===== src/hdl/fpp_pkg.sv =====
// Shared types, constants and the CRC-16 byte update for the framed packet parser.
// Used by the front, queue, back and top-level modules; depends on nothing.
package fpp_pkg;

  localparam int unsigned QueueDepth = 2;
  localparam int unsigned QueuePtrW = $clog2(QueueDepth);
  localparam int unsigned QueueCntW = $clog2(QueueDepth + 1);

  localparam logic [7:0]  SyncFirst  = 8'hA2;
  localparam logic [7:0]  SyncSecond = 8'hA5;
  localparam logic [15:0] CrcPoly    = 16'h1021;
  localparam logic [15:0] CrcStart   = 16'h0000;
  localparam logic [15:0] LimitReset = 16'd256;

  typedef enum logic [3:0] {
    PH_IDLE,
    PH_SYNC1,
    PH_SYNC2,
    PH_CMD0,
    PH_CMD1,
    PH_LEN0,
    PH_LEN1,
    PH_CRC0,
    PH_BODY
  } phase_e;

  typedef enum logic [1:0] {
    ST_INCOMPLETE = 2'd0,
    ST_OK         = 2'd1,
    ST_BAD        = 2'd2
  } status_e;

  typedef enum logic [1:0] {
    OP_PLAIN,
    OP_ZERO_LEN,
    OP_BODY
  } op_e;

  typedef struct packed {
    op_e         op;
    logic        last;
    logic [7:0]  data;
    logic [15:0] index;
    logic [15:0] command;
    logic [15:0] length;
    logic [15:0] rcheck;
  } work_t;

  function automatic logic [15:0] crc_add_byte(input logic [15:0] crc, input logic [7:0] b);
    logic [15:0] c;
    c = crc ^ {b, 8'h00};
    for (int k = 0; k < 8; k++) begin
      if (c[15]) begin
        c = {c[14:0], 1'b0} ^ CrcPoly;
      end else begin
        c = {c[14:0], 1'b0};
      end
    end
    return c;
  endfunction

endpackage


===== src/hdl/framed_packet_parser_crc16.sv =====
// Framed packet parser with running CRC-16: one byte per cycle unless the output stalls.
// An accepted byte is written into the queue, then registered at the outputs when popped.
// A two-entry queue separates the header front from the CRC back; each stalls alone.
// Reset is asynchronous, active low: hunting state, empty queue, length limit 256.
// Top level; instantiates fpp_front, fpp_queue and fpp_back, uses fpp_pkg.
module framed_packet_parser_crc16 (
  input  logic        clk_i,
  input  logic        rst_ni,
  input  logic        in_valid_i,
  output logic        in_stall_o,
  input  logic [7:0]  rx_byte_i,
  input  logic        cfg_we_i,
  input  logic [15:0] cfg_wdata_i,
  output logic        out_valid_o,
  input  logic        out_stall_i,
  output logic [1:0]  frame_status_o,
  output logic [15:0] frame_command_o,
  output logic [15:0] frame_length_o,
  output logic        payload_valid_o,
  output logic [15:0] payload_index_o,
  output logic [7:0]  payload_byte_o
);
  import fpp_pkg::*;

  work_t push_item, pop_item;
  logic  push, full, q_valid, pop;

  fpp_front u_front (
    .clk_i       (clk_i),
    .rst_ni      (rst_ni),
    .in_valid_i  (in_valid_i),
    .in_stall_o  (in_stall_o),
    .rx_byte_i   (rx_byte_i),
    .cfg_we_i    (cfg_we_i),
    .cfg_wdata_i (cfg_wdata_i),
    .full_i      (full),
    .push_o      (push),
    .item_o      (push_item)
  );

  fpp_queue u_queue (
    .clk_i   (clk_i),
    .rst_ni  (rst_ni),
    .push_i  (push),
    .item_i  (push_item),
    .full_o  (full),
    .pop_i   (pop),
    .valid_o (q_valid),
    .item_o  (pop_item)
  );

  fpp_back u_back (
    .clk_i           (clk_i),
    .rst_ni          (rst_ni),
    .valid_i         (q_valid),
    .item_i          (pop_item),
    .pop_o           (pop),
    .out_valid_o     (out_valid_o),
    .out_stall_i     (out_stall_i),
    .frame_status_o  (frame_status_o),
    .frame_command_o (frame_command_o),
    .frame_length_o  (frame_length_o),
    .payload_valid_o (payload_valid_o),
    .payload_index_o (payload_index_o),
    .payload_byte_o  (payload_byte_o)
  );

endmodule


===== src/hdl/fpp_front.sv =====
// Front part of the parser: accepts bytes, tracks the frame phase and header words.
// Classifies each byte into a work item for the queue; depends on fpp_pkg.
module fpp_front (
  input  logic          clk_i,
  input  logic          rst_ni,
  input  logic          in_valid_i,
  output logic          in_stall_o,
  input  logic [7:0]    rx_byte_i,
  input  logic          cfg_we_i,
  input  logic [15:0]   cfg_wdata_i,
  input  logic          full_i,
  output logic          push_o,
  output fpp_pkg::work_t item_o
);
  import fpp_pkg::*;

  phase_e      phase_q, phase_d;
  logic [15:0] command_q, command_d;
  logic [15:0] length_q, length_d;
  logic [15:0] rcheck_q, rcheck_d;
  logic [15:0] count_q, count_d;
  logic [15:0] limit_q;
  logic        accept;

  assign accept     = in_valid_i && !full_i;
  assign in_stall_o = full_i;
  assign push_o     = accept;

  always_comb begin
    phase_d = phase_q;
    unique case (phase_q)
      PH_SYNC1: phase_d = (rx_byte_i == SyncSecond) ? PH_SYNC2 : PH_IDLE;
      PH_SYNC2: phase_d = PH_CMD0;
      PH_CMD0:  phase_d = PH_CMD1;
      PH_CMD1:  phase_d = PH_LEN0;
      PH_LEN0:  phase_d = (length_d > limit_q) ? PH_IDLE : PH_LEN1;
      PH_LEN1:  phase_d = PH_CRC0;
      PH_CRC0:  phase_d = (length_q == 16'd0) ? PH_IDLE : PH_BODY;
      PH_BODY:  phase_d = (count_d == length_q) ? PH_IDLE : PH_BODY;
      default:  phase_d = (rx_byte_i == SyncFirst) ? PH_SYNC1 : PH_IDLE;
    endcase
  end

  always_comb begin
    command_d = command_q;
    length_d  = length_q;
    rcheck_d  = rcheck_q;
    count_d   = count_q;
    item_o.op    = OP_PLAIN;
    item_o.last  = 1'b0;
    item_o.data  = rx_byte_i;
    item_o.index = count_q;
    unique case (phase_q)
      PH_SYNC2: command_d = {8'h00, rx_byte_i};
      PH_CMD0:  command_d = {rx_byte_i, command_q[7:0]};
      PH_CMD1:  length_d  = {8'h00, rx_byte_i};
      PH_LEN0:  length_d  = {rx_byte_i, length_q[7:0]};
      PH_LEN1:  rcheck_d  = {8'h00, rx_byte_i};
      PH_CRC0: begin
        rcheck_d = {rx_byte_i, rcheck_q[7:0]};
        count_d  = 16'd0;
        if (length_q == 16'd0) begin
          item_o.op   = OP_ZERO_LEN;
          item_o.last = 1'b1;
        end
      end
      PH_BODY: begin
        count_d     = count_q + 16'd1;
        item_o.op   = OP_BODY;
        item_o.last = (count_d == length_q);
      end
      default: ;
    endcase
    item_o.command = command_d;
    item_o.length  = length_d;
    item_o.rcheck  = rcheck_d;
  end

  always_ff @(posedge clk_i or negedge rst_ni) begin
    if (!rst_ni) begin
      phase_q   <= PH_IDLE;
      command_q <= 16'd0;
      length_q  <= 16'd0;
      rcheck_q  <= 16'd0;
      count_q   <= 16'd0;
    end else if (accept) begin
      phase_q   <= phase_d;
      command_q <= command_d;
      length_q  <= length_d;
      rcheck_q  <= rcheck_d;
      count_q   <= count_d;
    end
  end

  always_ff @(posedge clk_i or negedge rst_ni) begin
    if (!rst_ni) begin
      limit_q <= LimitReset;
    end else if (cfg_we_i) begin
      limit_q <= cfg_wdata_i;
    end
  end

endmodule


===== src/hdl/fpp_queue.sv =====
// Short FIFO of classified work items between the parser front and back.
// Depth is set by QueueDepth in fpp_pkg.
module fpp_queue (
  input  logic           clk_i,
  input  logic           rst_ni,
  input  logic           push_i,
  input  fpp_pkg::work_t item_i,
  output logic           full_o,
  input  logic           pop_i,
  output logic           valid_o,
  output fpp_pkg::work_t item_o
);
  import fpp_pkg::*;

  work_t                 mem_q [QueueDepth];
  logic [QueuePtrW-1:0]  wr_ptr_q, rd_ptr_q;
  logic [QueueCntW-1:0]  count_q;

  assign full_o  = (count_q == QueueCntW'(QueueDepth));
  assign valid_o = (count_q != '0);
  assign item_o  = mem_q[rd_ptr_q];

  function automatic logic [QueuePtrW-1:0] ptr_inc(input logic [QueuePtrW-1:0] p);
    return (p == QueuePtrW'(QueueDepth - 1)) ? '0 : p + QueuePtrW'(1);
  endfunction

  always_ff @(posedge clk_i) begin
    if (push_i) begin
      mem_q[wr_ptr_q] <= item_i;
    end
  end

  always_ff @(posedge clk_i or negedge rst_ni) begin
    if (!rst_ni) begin
      wr_ptr_q <= '0;
      rd_ptr_q <= '0;
      count_q  <= '0;
    end else begin
      if (push_i) begin
        wr_ptr_q <= ptr_inc(wr_ptr_q);
      end
      if (pop_i) begin
        rd_ptr_q <= ptr_inc(rd_ptr_q);
      end
      if (push_i && !pop_i) begin
        count_q <= count_q + QueueCntW'(1);
      end else if (!push_i && pop_i) begin
        count_q <= count_q - QueueCntW'(1);
      end
    end
  end

`ifndef SYNTH
  a_count_bound: assert property (@(posedge clk_i) disable iff (!rst_ni)
    count_q <= QueueCntW'(QueueDepth))
    else $error("Queue count exceeds its depth.");
  a_no_pop_empty: assert property (@(posedge clk_i) disable iff (!rst_ni)
    (count_q == '0) |-> !pop_i)
    else $error("Queue popped while empty.");
  a_no_push_full: assert property (@(posedge clk_i) disable iff (!rst_ni)
    full_o |-> !push_i)
    else $error("Queue pushed while full.");
`endif

endmodule


===== src/hdl/fpp_back.sv =====
// Back part of the parser: runs the CRC-16 over payload items and forms the result.
// Holds the output register; depends on fpp_pkg.
module fpp_back (
  input  logic           clk_i,
  input  logic           rst_ni,
  input  logic           valid_i,
  input  fpp_pkg::work_t item_i,
  output logic           pop_o,
  output logic           out_valid_o,
  input  logic           out_stall_i,
  output logic [1:0]     frame_status_o,
  output logic [15:0]    frame_command_o,
  output logic [15:0]    frame_length_o,
  output logic           payload_valid_o,
  output logic [15:0]    payload_index_o,
  output logic [7:0]     payload_byte_o
);
  import fpp_pkg::*;

  logic        out_valid_q;
  logic [15:0] crc_q, crc_d;
  logic [15:0] crc_base;
  status_e     status_q, status_d;
  logic [15:0] command_q, length_q, index_q, index_d;
  logic        pvalid_q, pvalid_d;
  logic [7:0]  byte_q, byte_d;

  assign pop_o = valid_i && (!out_valid_q || !out_stall_i);

  assign crc_base = (item_i.index == 16'd0) ? CrcStart : crc_q;

  always_comb begin
    crc_d    = crc_q;
    status_d = ST_INCOMPLETE;
    pvalid_d = 1'b0;
    index_d  = 16'd0;
    byte_d   = 8'h00;
    unique case (item_i.op)
      OP_ZERO_LEN: status_d = (item_i.rcheck == CrcStart) ? ST_OK : ST_BAD;
      OP_BODY: begin
        crc_d    = crc_add_byte(crc_base, item_i.data);
        pvalid_d = 1'b1;
        index_d  = item_i.index;
        byte_d   = item_i.data;
        if (item_i.last) begin
          status_d = (crc_d == item_i.rcheck) ? ST_OK : ST_BAD;
        end
      end
      default: ;
    endcase
  end

  always_ff @(posedge clk_i or negedge rst_ni) begin
    if (!rst_ni) begin
      out_valid_q <= 1'b0;
      crc_q       <= CrcStart;
    end else begin
      if (pop_o) begin
        out_valid_q <= 1'b1;
        crc_q       <= crc_d;
      end else if (!out_stall_i) begin
        out_valid_q <= 1'b0;
      end
    end
  end

  always_ff @(posedge clk_i) begin
    if (pop_o) begin
      status_q  <= status_d;
      command_q <= item_i.command;
      length_q  <= item_i.length;
      pvalid_q  <= pvalid_d;
      index_q   <= index_d;
      byte_q    <= byte_d;
    end
  end

  assign out_valid_o     = out_valid_q;
  assign frame_status_o  = status_q;
  assign frame_command_o = command_q;
  assign frame_length_o  = length_q;
  assign payload_valid_o = pvalid_q;
  assign payload_index_o = index_q;
  assign payload_byte_o  = byte_q;

`ifndef SYNTH
  a_plain_result: assert property (@(posedge clk_i) disable iff (!rst_ni)
    (pop_o && item_i.op == OP_PLAIN) |=> (status_q == ST_INCOMPLETE && !pvalid_q))
    else $error("Header item produced a payload or final status.");
  a_idle_payload_zero: assert property (@(posedge clk_i) disable iff (!rst_ni)
    (out_valid_q && !pvalid_q) |-> (index_q == 16'd0 && byte_q == 8'h00))
    else $error("Non-payload item carries payload fields.");
  a_status_final_only: assert property (@(posedge clk_i) disable iff (!rst_ni)
    (pop_o && !item_i.last) |=> (status_q == ST_INCOMPLETE))
    else $error("Final status on an item that does not end a frame.");
`endif

endmodule


===== config.mk =====
export PLATFORM = sky130hd
export DESIGN_NAME = framed_packet_parser_crc16
export DESIGN_NICKNAME = d
export VERILOG_FILES = /design/src/hdl/fpp_pkg.sv /design/src/hdl/framed_packet_parser_crc16.sv /design/src/hdl/fpp_front.sv /design/src/hdl/fpp_queue.sv /design/src/hdl/fpp_back.sv
export SDC_FILE = /design/constraint.sdc
export NUM_CORES = 1
export LEC_CHECK = 0
export BUFFER_PORTS_ARGS = -buffer_cell sky130_fd_sc_hd__clkbuf_2
export CAP_MARGIN = 20
export CORE_MARGIN = 2
export CORE_UTILIZATION = 40
export CTS_CLUSTER_DIAMETER = 200
export DETAILED_ROUTE_END_ITERATION = 10
export GPL_ROUTABILITY_DRIVEN = 0
export PLACE_DENSITY = 0.57
export SYNTH_ARGS = -nofsm -noshare
export SYNTH_HDL_FRONTEND = slang
export SYNTH_SLANG_ARGS = --single-unit

===== constraint.sdc =====
create_clock -name clk_i -period 6.4 [get_ports clk_i]
set_clock_uncertainty 0.1 [all_clocks]
set_input_delay 0.96 -clock clk_i [delete_from_list [all_inputs] [get_ports clk_i]]
set_output_delay 0.96 -clock clk_i [all_outputs]
set_load 0.005 [all_outputs]

After elaboration in Yosys (flattened, before gate mapping)
Memories as Yosys holds them, arrays and structs flattened.
Index checks and enable logic that the tools add are counted.
Cells by class
  add/subtract/negate cells: 5
  $mul: 0
  divide/modulo/power cells: 0
  order comparisons: 1
  eq/ne operators: 17
  shift operators: 0
  mux-type cells: 42
  bitwise gates (word level): 9
  reductions and logical operators: 16
Operators by type and width (number)
  $mux 16: 9
  $pmux 16 s2: 4
  $mux 13: 8
  $eq 16x16->1: 3
  $logic_not 16->1: 3
  $pmux 4 s8: 1
  $not 3->3: 8
  $add 16x1->16 const B: 1
  $eq 4x3->1 const B: 4
  $eq 8x8->1 const B: 2
  $gt 16x16->1: 1
  $xor 16x16->16: 1
  $mux 2: 7
  $eq 4x2->1 const B: 2
  $mux 1: 8
  $mux 4: 2
  $pmux 3 s2: 1
  $logic_not 1->1: 5
  $eq 2x2->1 const B: 2
  $eq 4x1->1 const B: 1
  $eq 4x4->1 const B: 1
  $logic_and 1x1->1: 4
  $pmux 2 s2: 1
  $reduce_bool 2->1: 2
  8 further kinds: 9
Storage, ports and cells
  bits in registers: 164
  bits in latches: 0
  RAM bits: 150
  bits in read-only memories: 0
  input bits: 29
  output and inout bits: 61
  logic and storage cells: 108
  memories: 1
Memory list
  u_queue.mem_q: words 2, width 75, read ports 1, clocked after memory_dff 0, wr ports 1, RTL line fpp_queue.sv:15  | work_t mem_q [QueueDepth];

Logic depth before layout (Yosys ltp)
An unclocked memory read counts as a cell.
  depth after elaboration: 32
  mapped depth: 14
  mapped depth without buffers: 13

By module
A second synthesis with hierarchy kept.
Second synthesis, totals
  cells, all modules: 1333
  area, all modules: 15421.0 sq um
By module, submodules not included
  fpp_front: instances 1, cells an instance 752, area each 5781.8 sq um
  fpp_queue: instances 1, cells an instance 249, area each 5755.5 sq um
  fpp_back: instances 1, cells an instance 332, area each 3883.7 sq um

Least setup slack after synthesis
Ideal clock, no wire load.
  path kind: input-to-reg
  from: input port out_stall_i
  to: register u_back.crc_q[14]
  library setup time: 0.134 ns
  arrival time: 5.293 ns
  slack: 0.873 ns
  stages: 6
  path through: a21oi_1 > nand2_1 > nor4_1 > a21oi_1 > a21oi_1 > a211oi_1
On the way
  longest elaborated chain between the ends: 4
RTL lines
  from (decl): RTL line framed_packet_parser_crc16.sv:15  | input logic out_stall_i,
  $logic_not 1->1: RTL line fpp_back.sv:28  | assign pop_o = valid_i && (!out_valid_q || !out_stall_i);
  $logic_or 1x1->1: RTL line fpp_back.sv:28
  $logic_and 1x1->1: RTL line fpp_back.sv:28
  $reduce_and 2->1 (no source line)
  to (signal assigned): RTL line fpp_back.sv:56  | crc_q <= CrcStart;
  to (signal assigned): RTL line fpp_back.sv:60  | crc_q <= crc_d;
  to (decl): RTL line fpp_back.sv:21  | logic [15:0] crc_q, crc_d;
No other way between the ends.
A chain may end at the register's enable or synchronous reset.

Worst setup path after layout
  from: register u_front.phase_q[0]
  to: register u_front.phase_q[3]
On the way
  longest elaborated chain between the ends: 5
  elaborated cells on any way between the ends: 12
  classes of those cells: 9 x eq/ne; 3 x mux
RTL lines
  from (decl): RTL line fpp_front.sv:17  | phase_e phase_q, phase_d;
  from (signal assigned): RTL line fpp_front.sv:87  | phase_q <= phase_d;
  $eq 4x4->1 or $eq 4x3->1 (tied branches): RTL line fpp_front.sv:31, fpp_front.sv:53
  $pmux 16 s2: RTL line fpp_front.sv:53  | unique case (phase_q)
  $eq 16x16->1: RTL line fpp_front.sv:39  | PH_BODY: phase_d = (count_d == length_q) ? PH_IDLE : PH_BODY;
  $mux 4: RTL line fpp_front.sv:39
  $pmux 4 s8 (*): RTL line fpp_front.sv:31  | unique case (phase_q)
Every way passes the cells marked *; elsewhere a longest branch is shown, timed or not.

==> impl_metrics.tcl <==
set metrics [dict create \
    core_sq_um 37700 \
    synth_compound_area_share_pct 8.67 \
    critPathKind "reg2reg" \
    r2r_cells 9 \
    ctsResizeCount 0 \
    synth.area.top_cells "edfxtp_1, dfrtp_1, mux2_2" \
    synth.area.mux_share_pct 12.1 \
    synth_enable_flop_cells 209 \
    startpoint_type "flop" \
    drive_gt1_share_pct 20.9 \
    layout_commonest_cell "edfxtp_1" \
    end_kind "flop" \
    r2r_setup_slack_ns 2.30 \
    final_cell_mix "edfxtp_1, mux2_2, nand2_1, dfrtp_1, o21ai_0" \
    clock_path_buffers 3 \
    area_growth_pct 13.9 \
    cts.sinks 314 \
    die_area_sq_um 39900 \
    synth_top_area_share_pct 40.9 \
    path_cells "or4b_1 -> clkinv_1 -> o21ai_0 -> a21oi_1 -> a31oi_1 -> xnor2_1 -> or4_1 -> nor4_2 -> a32oi_1" \
    hold_class "reg2reg" \
    wire_per_inst_microns 19.4 \
    clk_pin_slew_ns 0.06 \
    syn_inst 1246 \
    tightest_slew_ns 0.946 \
    post-route-min-period_ns 4.10 \
    outcome "complete, no violations" \
    slowest_delay_ns 0.82 \
    ir_worst_vdd_mv 0.194 \
    async_reset_ff_share_pct 33.4 \
    cts_made_buffers 37 \
    cts_max_level 2 \
    rows 71 \
    wl_microns 36000 \
    postCtsHoldBufs 0 \
    synth_seq_cells 314 \
    yosysSeqAreaShare_pct 58.1 \
    grt_max_degree 76 \
    fmax_mhz 244 \
    synth.net_count 1295 \
    hold_violations 0 \
    avgSynthCellArea_sq_um 12.3 \
    place.port_buffers 89 \
    vias 9944 \
    grt_pass1_vias 9617 \
    die_h_microns 200 \
    r2r-start "u_front.phase_q[0]$_DFFE_PN0P_" \
    fin_nets 1368 \
    yosysTopAreaCell "edfxtp_1" \
    cp.depth 9 \
    synth_top_family_by_area "multiplexers" \
    tns_ns 0 \
    required_ns 6.69 \
    fin_crit_sh_pct 64.1 \
    drc 0 \
    worstPathArrival_ns 4.39 \
    syn_area_sq_um 15300 \
    clock_latency_ns 0.54 \
    synth-xor-area-share_pct 6.38 \
    die_w_microns 200 \
    routed.top_layer "met4" \
    drt_first_iter_violations 803 \
    initial_core_util_pct 40.7 \
    root_buffer "clkbuf_16" \
    wl_met3_microns 1470 \
    fin_util_pct 46.3 \
    antenna_left 0 \
    slew_violations 0 \
    critical_path_peak_fanout 26 \
    critPathBufInv 1 \
    cp-startpoint "u_front.phase_q[0]$_DFFE_PN0P_" \
    dpl.hpwl_microns 24300 \
    synth_simple_gate_area_share_pct 10.4 \
    postCtsSetupRepairBufs 0 \
    drv_cap 0 \
    antenna_found_initial 0 \
    pin_count 90 \
    grt_first_pass_wirelength_microns 56200 \
    r2r-end "u_front.phase_q[3]$_DFFE_PN0P_" \
    cpMaxStageDelayCell "or4b_1" \
    crit_family "simple AND/OR/NAND/NOR gates" \
    grt_overflow 0 \
    first_pass_iters 5 \
    crit_path_end "u_front.phase_q[3]$_DFFE_PN0P_" \
    synth_fa_ha_area_share_pct 1.63 \
    synth_warnings 0 \
    rsz0062_at_grt "no" \
    cts_tree "built" \
    viasPerCell 5.35 \
    power_per_cell_area_nw_per_um2 438 \
    finalSetupViolations 0 \
    antenna-diode-count 0 \
    met2_length_microns 16100 \
    grt_use_total_pct 18.5 \
    yosysUniqueCellTypes 64 \
    wirelength_met1_microns 17400 \
    slew_headroom_pct 36.9 \
    p_leak_nw 7.00 \
    yosys_most_used_dff "edfxtp_1" \
]
how the worst min path moves through the flow:
stage                                           startpoint                                to  depth (start not counted)
after floorplan             u_front.count_q[2]$_DFFE_PN0P_    u_queue.mem_q[0][50]$_DFFE_PP_                          0
after global placement      u_queue.count_q[1]$_DFFE_PN0P_    u_queue.count_q[1]$_DFFE_PN0P_                          1
after detailed placement    u_queue.count_q[1]$_DFFE_PN0P_    u_queue.count_q[1]$_DFFE_PN0P_                          1
after CTS                   u_queue.count_q[1]$_DFFE_PN0P_    u_queue.count_q[1]$_DFFE_PN0P_                          1
after global routing      u_front.command_q[1]$_DFFE_PN0P_  u_front.command_q[1]$_DFFE_PN0P_                          1
final                       u_queue.count_q[1]$_DFFE_PN0P_    u_queue.count_q[1]$_DFFE_PN0P_                          1
registers in the layout, indices dropped and copies added, names as in the netlist, 2 cells and up:
register / flops
u_queue.mem_q: 150
u_back.crc_q: 16
u_back.frame_command_o: 16
u_back.frame_length_o: 16
u_back.payload_index_o: 16
u_front.command_q: 16
u_front.count_q: 16
u_front.length_q: 16
u_front.limit_q: 16
u_front.rcheck_q: 16
u_back.payload_byte_o: 8
u_front.phase_q: 4
u_back.frame_status_o: 2
u_queue.count_q: 2
cells by family (layout without fill, tap and decap cells):
group                    count (synthesis)  in the layout
AO/OA/AOI/OAI                          219            219
AND/OR/NAND/NOR                        323            323
adder cells (fa/ha/maj)                 20             20
flip-flops                             314            314
buffers and inverters                  105            206
multiplexers                           169            169
XOR/XNOR                                96             96
synth_stat cells (16+ instances only):
master	number
a21oi_1	39
clkbuf_1	49
dfrtp_1	104
edfxtp_1	209
ha_1	20
inv_1	37
mux2_2	115
mux2i_1	53
nand2_1	108
nand3_1	20
nand4_1	16
nor2_1	56
nor2b_1	31
nor3_1	23
nor4_1	18
o21ai_0	101
xnor2_1	59
xor2_1	27
cell type report:
type                       instances  area (sq um)
multi-input combinational        827          6030
inverter                          38           143
clock inverter                    12           151
timing repair buffer             101           558
sequential                       314          8910
tap                              511           639
clock buffer                      55          1020
fill                            3445         20200
worst register-to-register path: cells and delay by family, from the launching register on:
kind,cells,cell delay (ns)
AO/OA/AOI/OAI,4,0.68
XOR/XNOR,1,0.09
buffers and inverters,1,0.73
flip-flops,1,0.73
AND/OR/NAND/NOR,3,1.62
where the power goes:
part	switching, mW	internal (mW)	leakage [nW]
sequential	0.335	2.80	3.38
combinational	1.38	1.09	3.06
clock	0.806	1.23	0.567
per-layer routing:
| layer | global-route usage [%] | up-vias |
|---|---|---|
| li1 | - | 4748 |
| met4 | 6.58 | 0 |
| met3 | 2.69 | 65 |
| met1 | 26.7 | 4876 |
| met5 | 0 | - |
| met2 | 28.7 | 255 |
metrics by stage:
step	area, sq um	std cells	power (mW)	hold WS [ns]	setup slack (ns)
floorplan	15300	1246	4.87	0.340	0.873
global placement	16200	1789	5.61	0.381	2.32
detailed placement	16200	1789	5.63	0.386	2.31
CTS	17400	1856	7.72	0.397	2.26
global route	17500	1858	8.09	0.411	1.98
finish	17500	1858	7.65	0.395	2.30
Power figures use the tool's default switching activity.
